File: src/sv/wbps_pkg.sv
// shared types and constants of the wildcard byte pattern scanner
package wbps_pkg;

  localparam int unsigned SigBytes   = 16;
  localparam int unsigned AddrWidth  = 32;
  localparam int unsigned LenWidth   = 5;
  localparam int unsigned CfgIdxBits = 3;
  localparam int unsigned CfgWidth   = 64;

  localparam logic [CfgIdxBits-1:0] REG_SIG_LOW  = 3'd0;
  localparam logic [CfgIdxBits-1:0] REG_SIG_HIGH = 3'd1;
  localparam logic [CfgIdxBits-1:0] REG_CARE     = 3'd2;
  localparam logic [CfgIdxBits-1:0] REG_LENGTH   = 3'd3;
  localparam logic [CfgIdxBits-1:0] REG_BASE     = 3'd4;

  // per-transfer control shared by every cell of the window
  typedef struct packed {
    logic shift;
    logic clear;
  } cell_ctrl_t;

  // what one cell compares its byte against
  typedef struct packed {
    logic [7:0] exp_byte;
    logic       care;
    logic       active;
  } cell_cfg_t;

endpackage

File: src/sv/wbps_cell.sv
// one window cell: holds a byte, passes it on and compares the incoming byte
module wbps_cell (
  input  logic                clk,
  input  logic                rst_n,
  input  wbps_pkg::cell_ctrl_t ctrl,
  input  wbps_pkg::cell_cfg_t  cfg,
  input  logic [7:0]          byte_in,
  output logic [7:0]          byte_out,
  output logic                hit
);

  logic [7:0] byte_r;
  logic [7:0] byte_nxt;

  always_comb begin
    byte_nxt = byte_r;
    if (ctrl.shift) begin
      byte_nxt = ctrl.clear ? 8'd0 : byte_in;
    end
  end

  always_ff @(posedge clk) begin
    if (!rst_n) begin
      byte_r <= 8'd0;
    end else begin
      byte_r <= byte_nxt;
    end
  end

  // compare against the window as it stands after this transfer
  assign hit      = !cfg.active || !cfg.care || (byte_in == cfg.exp_byte);
  assign byte_out = byte_r;

endmodule

File: src/sv/wildcard_byte_pattern_scanner_top.sv
// top level of the wildcard byte pattern scanner
// Takes one region byte per cycle, one transfer per clock, unless input stalls: each
// byte shifts into a row of MAX_SIGNATURE cells that all compare in the same
// cycle, and the result is registered in the output buffer.
// A two-entry output buffer lets input continue while a result waits; input
// stalls only when both entries are full. There is no clearing pass after reset.
module wildcard_byte_pattern_scanner_top #(
  parameter int unsigned MAX_SIGNATURE = 16
) (
  input  logic                                  clk,
  input  logic                                  rst_n,
  input  logic                                  in_tvalid,
  output logic                                  in_tready,
  input  logic [7:0]                            in_tdata,   // data_byte
  input  logic                                  in_tlast,   // last_byte
  output logic                                  out_tvalid,
  input  logic                                  out_tready,
  output logic [wbps_pkg::AddrWidth-1:0]        out_tdata,  // match_address
  output logic                                  out_tuser,  // found
  input  logic                                  cfg_we,
  input  logic [wbps_pkg::CfgIdxBits-1:0]       cfg_index,
  input  logic [wbps_pkg::CfgWidth-1:0]         cfg_wdata
);

  localparam int unsigned AW = wbps_pkg::AddrWidth;
  localparam int unsigned LW = wbps_pkg::LenWidth;
  localparam logic [LW-1:0] MaxLen = LW'(MAX_SIGNATURE);

  // configuration registers
  logic [63:0]   sig_low_r;
  logic [63:0]   sig_high_r;
  logic [15:0]   care_r;
  logic [LW-1:0] length_r;
  logic [AW-1:0] base_r;

  always_ff @(posedge clk) begin
    if (!rst_n) begin
      sig_low_r  <= 64'd0;
      sig_high_r <= 64'd0;
      care_r     <= 16'hFFFF;
      length_r   <= LW'(1);
      base_r     <= '0;
    end else if (cfg_we) begin
      case (cfg_index)
        wbps_pkg::REG_SIG_LOW:  sig_low_r  <= cfg_wdata;
        wbps_pkg::REG_SIG_HIGH: sig_high_r <= cfg_wdata;
        wbps_pkg::REG_CARE:     care_r     <= cfg_wdata[15:0];
        wbps_pkg::REG_LENGTH:   length_r   <= cfg_wdata[LW-1:0];
        wbps_pkg::REG_BASE:     base_r     <= cfg_wdata[AW-1:0];
        default: ;
      endcase
    end
  end

  // clamped length
  logic [LW-1:0] len_c;
  always_comb begin
    len_c = length_r;
    if (len_c == '0)   len_c = LW'(1);
    if (len_c > MaxLen) len_c = MaxLen;
  end

  logic [127:0] sig_all;
  assign sig_all = {sig_high_r, sig_low_r};

  logic accept;
  assign accept = in_tvalid && in_tready;

  wbps_pkg::cell_ctrl_t ctrl;
  assign ctrl.shift = accept;
  assign ctrl.clear = in_tlast;

  // row of cells
  logic [7:0]               link [MAX_SIGNATURE+1];
  logic [MAX_SIGNATURE-1:0] hits;

  assign link[0] = in_tdata;

  for (genvar j = 0; j < MAX_SIGNATURE; j++) begin : g_cell
    wbps_pkg::cell_cfg_t ccfg;
    logic [LW-1:0]       k_full;
    assign k_full       = len_c - LW'(1) - LW'(j);
    assign ccfg.active  = (LW'(j) < len_c);
    assign ccfg.care    = care_r[k_full[3:0]];
    assign ccfg.exp_byte = sig_all[{k_full[3:0], 3'b000} +: 8];

    wbps_cell u_cell (
      .clk      (clk),
      .rst_n    (rst_n),
      .ctrl     (ctrl),
      .cfg      (ccfg),
      .byte_in  (link[j]),
      .byte_out (link[j+1]),
      .hit      (hits[j])
    );
  end

  // region tracking
  logic [AW-1:0] seen_r, seen_nxt;
  logic          reported_r, reported_nxt;
  logic [AW-1:0] seen_inc;
  logic          match;
  logic          res_v;
  logic [AW-1:0] res_addr;

  assign seen_inc = (seen_r == '1) ? seen_r : seen_r + AW'(1);
  assign match    = !reported_r && (seen_inc >= AW'(len_c)) && (&hits);
  assign res_v    = accept && (match || (in_tlast && !reported_r));
  assign res_addr = match ? (base_r + (seen_inc - AW'(len_c))) : '0;

  always_comb begin
    seen_nxt     = seen_r;
    reported_nxt = reported_r;
    if (accept) begin
      if (in_tlast) begin
        seen_nxt     = '0;
        reported_nxt = 1'b0;
      end else begin
        seen_nxt     = seen_inc;
        reported_nxt = reported_r || match;
      end
    end
  end

  always_ff @(posedge clk) begin
    if (!rst_n) begin
      seen_r     <= '0;
      reported_r <= 1'b0;
    end else begin
      seen_r     <= seen_nxt;
      reported_r <= reported_nxt;
    end
  end

  // two-entry output buffer
  logic          out_valid_r, out_valid_nxt;
  logic          skid_valid_r, skid_valid_nxt;
  logic [AW-1:0] out_addr_r, out_addr_nxt, skid_addr_r, skid_addr_nxt;
  logic          out_found_r, out_found_nxt, skid_found_r, skid_found_nxt;

  assign in_tready = !skid_valid_r;

  always_comb begin
    out_valid_nxt  = out_valid_r;
    out_addr_nxt   = out_addr_r;
    out_found_nxt  = out_found_r;
    skid_valid_nxt = skid_valid_r;
    skid_addr_nxt  = skid_addr_r;
    skid_found_nxt = skid_found_r;
    if (out_valid_r && !out_tready) begin
      if (res_v) begin
        skid_valid_nxt = 1'b1;
        skid_addr_nxt  = res_addr;
        skid_found_nxt = match;
      end
    end else if (skid_valid_r) begin
      out_valid_nxt  = 1'b1;
      out_addr_nxt   = skid_addr_r;
      out_found_nxt  = skid_found_r;
      skid_valid_nxt = 1'b0;
    end else begin
      out_valid_nxt = res_v;
      out_addr_nxt  = res_addr;
      out_found_nxt = match;
    end
  end

  always_ff @(posedge clk) begin
    if (!rst_n) begin
      out_valid_r  <= 1'b0;
      skid_valid_r <= 1'b0;
    end else begin
      out_valid_r  <= out_valid_nxt;
      skid_valid_r <= skid_valid_nxt;
    end
    out_addr_r   <= out_addr_nxt;
    out_found_r  <= out_found_nxt;
    skid_addr_r  <= skid_addr_nxt;
    skid_found_r <= skid_found_nxt;
  end

  assign out_tvalid = out_valid_r;
  assign out_tdata  = out_addr_r;
  assign out_tuser  = out_found_r;

endmodule

File: config.mk
export PLATFORM = sky130hd
export DESIGN_NAME = wildcard_byte_pattern_scanner_top
export DESIGN_NICKNAME = d
export VERILOG_FILES = /design/src/sv/wbps_pkg.sv /design/src/sv/wbps_cell.sv /design/src/sv/wildcard_byte_pattern_scanner_top.sv
export SDC_FILE = /design/constraint.sdc
export NUM_CORES = 1
export LEC_CHECK = 0
export BUFFER_PORTS_ARGS = -buffer_cell sky130_fd_sc_hd__buf_2
export CELL_PAD_IN_SITES_DETAIL_PLACEMENT = 1
export CELL_PAD_IN_SITES_GLOBAL_PLACEMENT = 2
export CORE_UTILIZATION = 30
export DETAILED_ROUTE_END_ITERATION = 10
export GPL_ROUTABILITY_DRIVEN = 0
export HOLD_SLACK_MARGIN = 0.12
export PLACE_DENSITY_LB_ADDON = 0.1
export SLEW_MARGIN = 20
export SYNTH_ARGS = -nofsm -noshare
export SYNTH_HDL_FRONTEND = slang
export SYNTH_SLANG_ARGS = --single-unit
File: constraint.sdc
create_clock -name clk -period 11.8 [get_ports clk]
set_input_delay 0.59 -clock clk [delete_from_list [all_inputs] [get_ports clk]]
set_output_delay 0.59 -clock clk [all_outputs]
set_load 0.005 [all_outputs]
---- Word level (Yosys, flattened, before mapping) ----
Index checks and enable logic that the tools add are counted.
word-level totals
  flip-flop bits (word level) ............. 402
  bits in latches ......................... 0
  memory bits (writable) .................. 0
  ROM bits ................................ 0
  output and inout bits ................... 35
  word-level logic and storage cells ...... 259
  memories kept ........................... 0
operators by class
  add/sub/neg operators ................... 19
  $mul .................................... 0
  divide/modulo/power cells ............... 0
  order comparisons ....................... 34
  eq/ne operators ......................... 21
  shift operators ......................... 16
  mux-type cells .......................... 56
  bitwise logic cells ..................... 0
  reductions and logical operators ........ 85
operator list
  cell                                                                   count
  128-bit by 8-bit variable part select with 8-bit output                16
  8-bit == test                                                          16
  32-bit two-way mux                                                     4
  8-bit two-way mux                                                      15
  4-bit by 5-bit < comparator with 1-bit output (second input constant)  16
  1-bit binary-select mux with 4-bit select                              16
  4-bit by 5-bit < comparator with 1-bit output (first input constant)   8
  1-bit logical NOT                                                      35
  1-bit logical OR                                                       34
  32-bit by 1-bit adder with 32-bit output (second input constant)       1
  32-bit adder                                                           1
  32-bit == test (second input constant)                                 1
  32-bit by 5-bit greater-or-equal comparator with 1-bit output          1
  32-bit by 5-bit subtractor with 32-bit output                          1
  4-bit subtractor (second input constant)                               8
  3-bit by 5-bit < comparator with 1-bit output (first input constant)   4
  1-bit two-way mux                                                      19
  16-bit AND reduction                                                   1
  4-bit by 3-bit subtractor with 4-bit output (second input constant)    4
  2-bit AND reduction                                                    7
  1-bit by 5-bit < comparator with 1-bit output (first input constant)   2
  2-bit by 5-bit < comparator with 1-bit output (first input constant)   2
  5-bit two-way mux                                                      2
  4-bit by 1-bit subtractor with 4-bit output (second input constant)    2
  other kinds (8)                                                        15

---- Logic depth before layout (Yosys ltp) ----
  depth in word-level cells ............... 16
  mapped depth ............................ 26

---- Hierarchy ----
From an unflattened synthesis, not the netlist that was laid out.
unflattened totals
  cell total of the unflattened synthesis .. 3437
  area total of the unflattened synthesis .. 28996.6 um2
modules (own cells, without submodules)
  module                             instances  cells an instance  area an instance (um2)
  wildcard_byte_pattern_scanner_top  1          2701               21249.1
  wbps_cell                          16         46                 484.2

---- Worst setup path before layout ----
Ideal clock, no wire load.
  path kind ............................... flip-flop to flip-flop
  from .................................... reg length_r[0]
  to ...................................... reg skid_addr_r[0], enable pin
  data arrival time ....................... 8.616 ns
  data required time ...................... 11.326 ns
  setup slack ............................. 2.710 ns
  cell stages (with the launch flop) ...... 27
  buffers on the path ..................... 9
  period minus slack after synthesis ...... 9.090 ns
  cell sequence ........................... dfxtp_1 buf_2 nor2b_1 or2_1 buf_4 inv_4 buf_4 buf_2 buf_2 ha_1 buf_2 inv_2 buf_1 buf_1 ha_1 inv_1 o2111ai_1 o221ai_2 xnor2_1 mux4_2 xnor2_1 nand4_1 o21ai_0 and3_1 nand4b_1 buf_2 a211oi_1
between the ends
  cells in the longest elaborated chain, start to end .. 16
  elaborated cells between the ends (all ways) .. 171
  those cells by class .................... 16 x add/sub; 18 x order compare; 16 x eq/ne; 16 x shift; 34 x mux; 71 x reduce/logical
ends and longest elaborated chain
  item                                                                                                 RTL line                                  source
  from (decl)                                                                                          wildcard_byte_pattern_scanner_top.sv:33   logic [LW-1:0] length_r;
  from (signal assigned)                                                                               wildcard_byte_pattern_scanner_top.sv:48   wbps_pkg::REG_LENGTH: length_r <= cfg_wdata[LW-1:0];
  5-bit logical NOT                                                                                    wildcard_byte_pattern_scanner_top.sv:59   if (len_c == '0) len_c = LW'(1);
  5-bit two-way mux *                                                                                  wildcard_byte_pattern_scanner_top.sv:59
  5-bit > comparator                                                                                   wildcard_byte_pattern_scanner_top.sv:60   if (len_c > MaxLen) len_c = MaxLen;
  5-bit two-way mux *                                                                                  wildcard_byte_pattern_scanner_top.sv:60
  parallel branches: the longest is 8 deep, another holds 4-bit by 1-bit subtractor with 4-bit output  n/a
  1-bit logical AND *                                                                                  wildcard_byte_pattern_scanner_top.sv:107  assign match = !reported_r && (seen_inc >= AW'(len_c)) && (&hits);
  1-bit logical OR *                                                                                   wildcard_byte_pattern_scanner_top.sv:108  assign res_v = accept && (match || (in_tlast && !reported_r));
  1-bit logical AND *                                                                                  wildcard_byte_pattern_scanner_top.sv:108
  2-bit AND reduction (no source line) *                                                               n/a
  to (signal assigned)                                                                                 wildcard_byte_pattern_scanner_top.sv:178  skid_addr_r <= skid_addr_nxt;
  to (decl)                                                                                            wildcard_byte_pattern_scanner_top.sv:138  logic [AW-1:0] out_addr_r, out_addr_nxt, skid_addr_r, skid_addr_nxt;
Every way passes the cells marked *. The select of a mux whose other input is x is not followed.
A chain may end at the register's enable or synchronous reset.

---- Worst setup path in the final report ----
  from .................................... reg length_r[4]
  to ...................................... reg skid_addr_r[31], enable pin
The elaborated chain is that of the path after synthesis.

==> out/qor.yml <==
synthesis:
  synthFlopType: "dfxtp_1"
  yosys_warnings: 0
  ys_seq_area_frac: 0.331
  yosysUniqueCellTypes: 67
  synth_area_um2: 26300
  syn_nets: 3015
  synth_area_per_cell_um2: 9.21
  syn_inst: 2857
  synth_edf_count: 66
  yosys_register_bits: 402
  synth_area_leaders: "dfxtp_1, mux4_2, edfxtp_1, a21oi_1, nand2_1"
  synth_top_area_cell: "dfxtp_1"
  synth_top_area_share: 0.256
  ys_async_sr_fraction: 0
critical_path:
  cp-end-kind: "flip-flop"
  critPathKind: "reg -> reg"
  path_max_fanout: 70
  worst_setup_path_start_kind: "flip-flop"
  worstPathRequired_ns: 12.06
  arrival_ns: 7.88
layout:
  area_delta_synth_final_pct: 12.6
  layout_common_cells: "nand2_1, a21oi_1, dfxtp_1, mux4_2, nor2_1"
  drive_above_1_share: 0.173
  final_common_cell: "nand2_1"
  final_util: 0.341
  nNetsFinal: 2996
die:
  core_area_um2: 86900
  pin_count: 116
  initial_core_util: 0.303
  chipHeight_um: 298
  die_w_um: 298
  dieArea_um2: 88900
  row_count: 108
clocking:
  cts_buffers: 50
  cts_tree: "built"
  clk_pin_slew_ns: 0.06
  postCtsResizedCells: 0
  htree_levels: 2
  clockRootBuffer: "clkbuf_16"
  postCtsSetupBuffers: 0
  worstSkewPairLatency_ns: 0.62
  cts.sinks: 402
  cts_hold_buf: 0
  clockBufferDepth: 3
power:
  p_int_w: 0.00257
  p_seq_frac: 0.407
  ir_drop_uv: 104
  p_leak_nw: 11.4
  clkPwrFrac: 0.462
  p_switching_w: 0.000980
  power.density_nw_per_um2: 120
  combPwrFrac: 0.131
  switching_share: 0.276
timing:
  rsz0062_at_grt: "no"
  period_minus_slack_ns: 7.62
  period_share: 0.646
  setup_violations: 0
  setup_slack_ns: 4.18
  maxSlewHeadroom: 0.189
  maxSlewViolCount: 0
  max_freq_mhz: 131
  fin_tns_setup_ns: 0
  tightestPinTransition_ns: 1.21
  final-hold-violation-count: 0
  skew_ns: 0.0246
status:
  status: "complete, no violations"
detailed_routing:
  drt_iter0_markers: 1872
  vias_per_cell: 5.62
  vias: 22700
  wl_per_cell_um: 26.8
  wl_um: 108000
  final_antenna_net_count: 0
  dr.pass1.iters: 5
  drc: 0
flow_run:
  maxCapViolCount: 0
hold_path:
  hp-class: "in -> reg"
global_route:
  grt_pass1_vias: 22400
  grt_max_degree: 159
  grt_pass1_wl_um: 159000
  antenna_found_initial: 3
  grt_use_total: 0.240
  grt_overflow_total: 0
place:
  place_hpwl_um: 82100
  post-place-ws_ns: 3.71
  port_buffers: 115
area by class of cell:
type | instances | area, um^2
Inverter | 117 | 449
Clock buffer | 74 | 1510
Clock inverter | 19 | 240
Multi-Input combinational cell | 2119 | 16400
Sequential cell | 402 | 8710
Fill cell | 9911 | 57300
Timing Repair Buffer | 148 | 823
Tap cell | 1155 | 1450
Antenna cell | 8 | 20.0
power by group through the flow:
stage               Combinational, W  Sequential (W)  Clock [W]
CTS                         0.000469         0.00145    0.00169
global route                0.000505         0.00145    0.00174
global placement            0.000461         0.00147          0
floorplan                   0.000307         0.00146          0
finish                      0.000466         0.00145    0.00164
detailed placement          0.000467         0.00147          0
per-stage QoR:
step                      cells  hold slack (ns)  cell area (um^2)  total power (W)
after detailed placement   3941            0.449             27800          0.00194
final                      4042            0.234             29600          0.00355
after CTS                  4034            0.204             29600          0.00360
after floorplan            2857            0.436             26300          0.00177
after global placement     3941            0.442             27800          0.00193
after global routing       4035            0.218             29600          0.00369
critical path, cell delays in order (launching register included):
cell and delay [ns]:
dfxtp_1 0.50, nor4_2 0.39, or2_4 0.56, inv_4 0.29, ha_1 0.43, inv_2 0.26, buf_4 0.46, ha_1 0.45
inv_1 0.13, o2111ai_1 0.11, o221ai_2 0.24, xnor2_2 0.61, mux4_2 0.61, xor2_1 0.17, nor4_1 0.34, a31oi_1 0.13
nand4b_1 0.32, buf_4 0.42, a211oi_4 0.28, buf_4 0.44
cells in the mapped netlist (21+ instances only):
| cell | number |
|---|---|
| nand2_1 | 446 |
| a21oi_1 | 347 |
| dfxtp_1 | 336 |
| nor2_1 | 227 |
| mux4_2 | 225 |
| clkbuf_1 | 171 |
| and3_1 | 138 |
| xnor2_1 | 131 |
| inv_1 | 110 |
| ha_1 | 72 |
| xor2_1 | 69 |
| mux2i_1 | 67 |
| edfxtp_1 | 66 |
| a22oi_1 | 58 |
| o21ai_0 | 48 |
| nand3_1 | 41 |
| o31ai_1 | 37 |
| nand4_1 | 27 |
| buf_2 | 23 |
| buf_1 | 21 |
state kept, by name, summed over array words and instances, names as in the netlist:
name	count
care_r	16
skid_found_r	1
sig_high_r	64
out_tvalid	1
seen_r	32
out_tuser	1
g_cell.u_cell.byte_out	120
length_r	5
reported_r	1
skid_valid_r	1
sig_low_r	64
base_r	32
out_tdata	32
skid_addr_r	32
layer usage:
layer | global-route usage | vias to the layer above | wire (um)
met4 | 0.0529 | 0 | 2260
met1 | 0.351 | 11700 | 50800
li1 | - | 10300 | -
met2 | 0.366 | 673 | 47800
met3 | 0.0440 | 133 | 7630
met5 | 0 | - | 0
path summary, 6_finish.rpt:
check                                    from         endpoint  slack, ns  cells after the start
worst max-delay path              length_r[4]  skid_addr_r[31]       4.18                     19
worst min-delay path            cfg_wdata[60]    sig_low_r[60]       0.23                      3
worst max register to register    length_r[4]  skid_addr_r[31]       4.18                     19
worst min register to register     base_r[11]       base_r[11]       0.46                      2
cells by family (layout without fill, tap and decap cells):
logic type | after synthesis | after routing | synth area share
adder cells (fa/ha/maj) | 77 | 77 | 0.0380
flip-flops | 402 | 402 | 0.331
AO/OA/AOI/OAI | 563 | 563 | 0.125
buffers and inverters | 336 | 358 | 0.0497
multiplexers | 299 | 299 | 0.221
XOR/XNOR | 203 | 203 | 0.0684
AND/OR/NAND/NOR | 977 | 977 | 0.167
other | 0 | 8 | 0
Power figures use the tool's default switching activity.
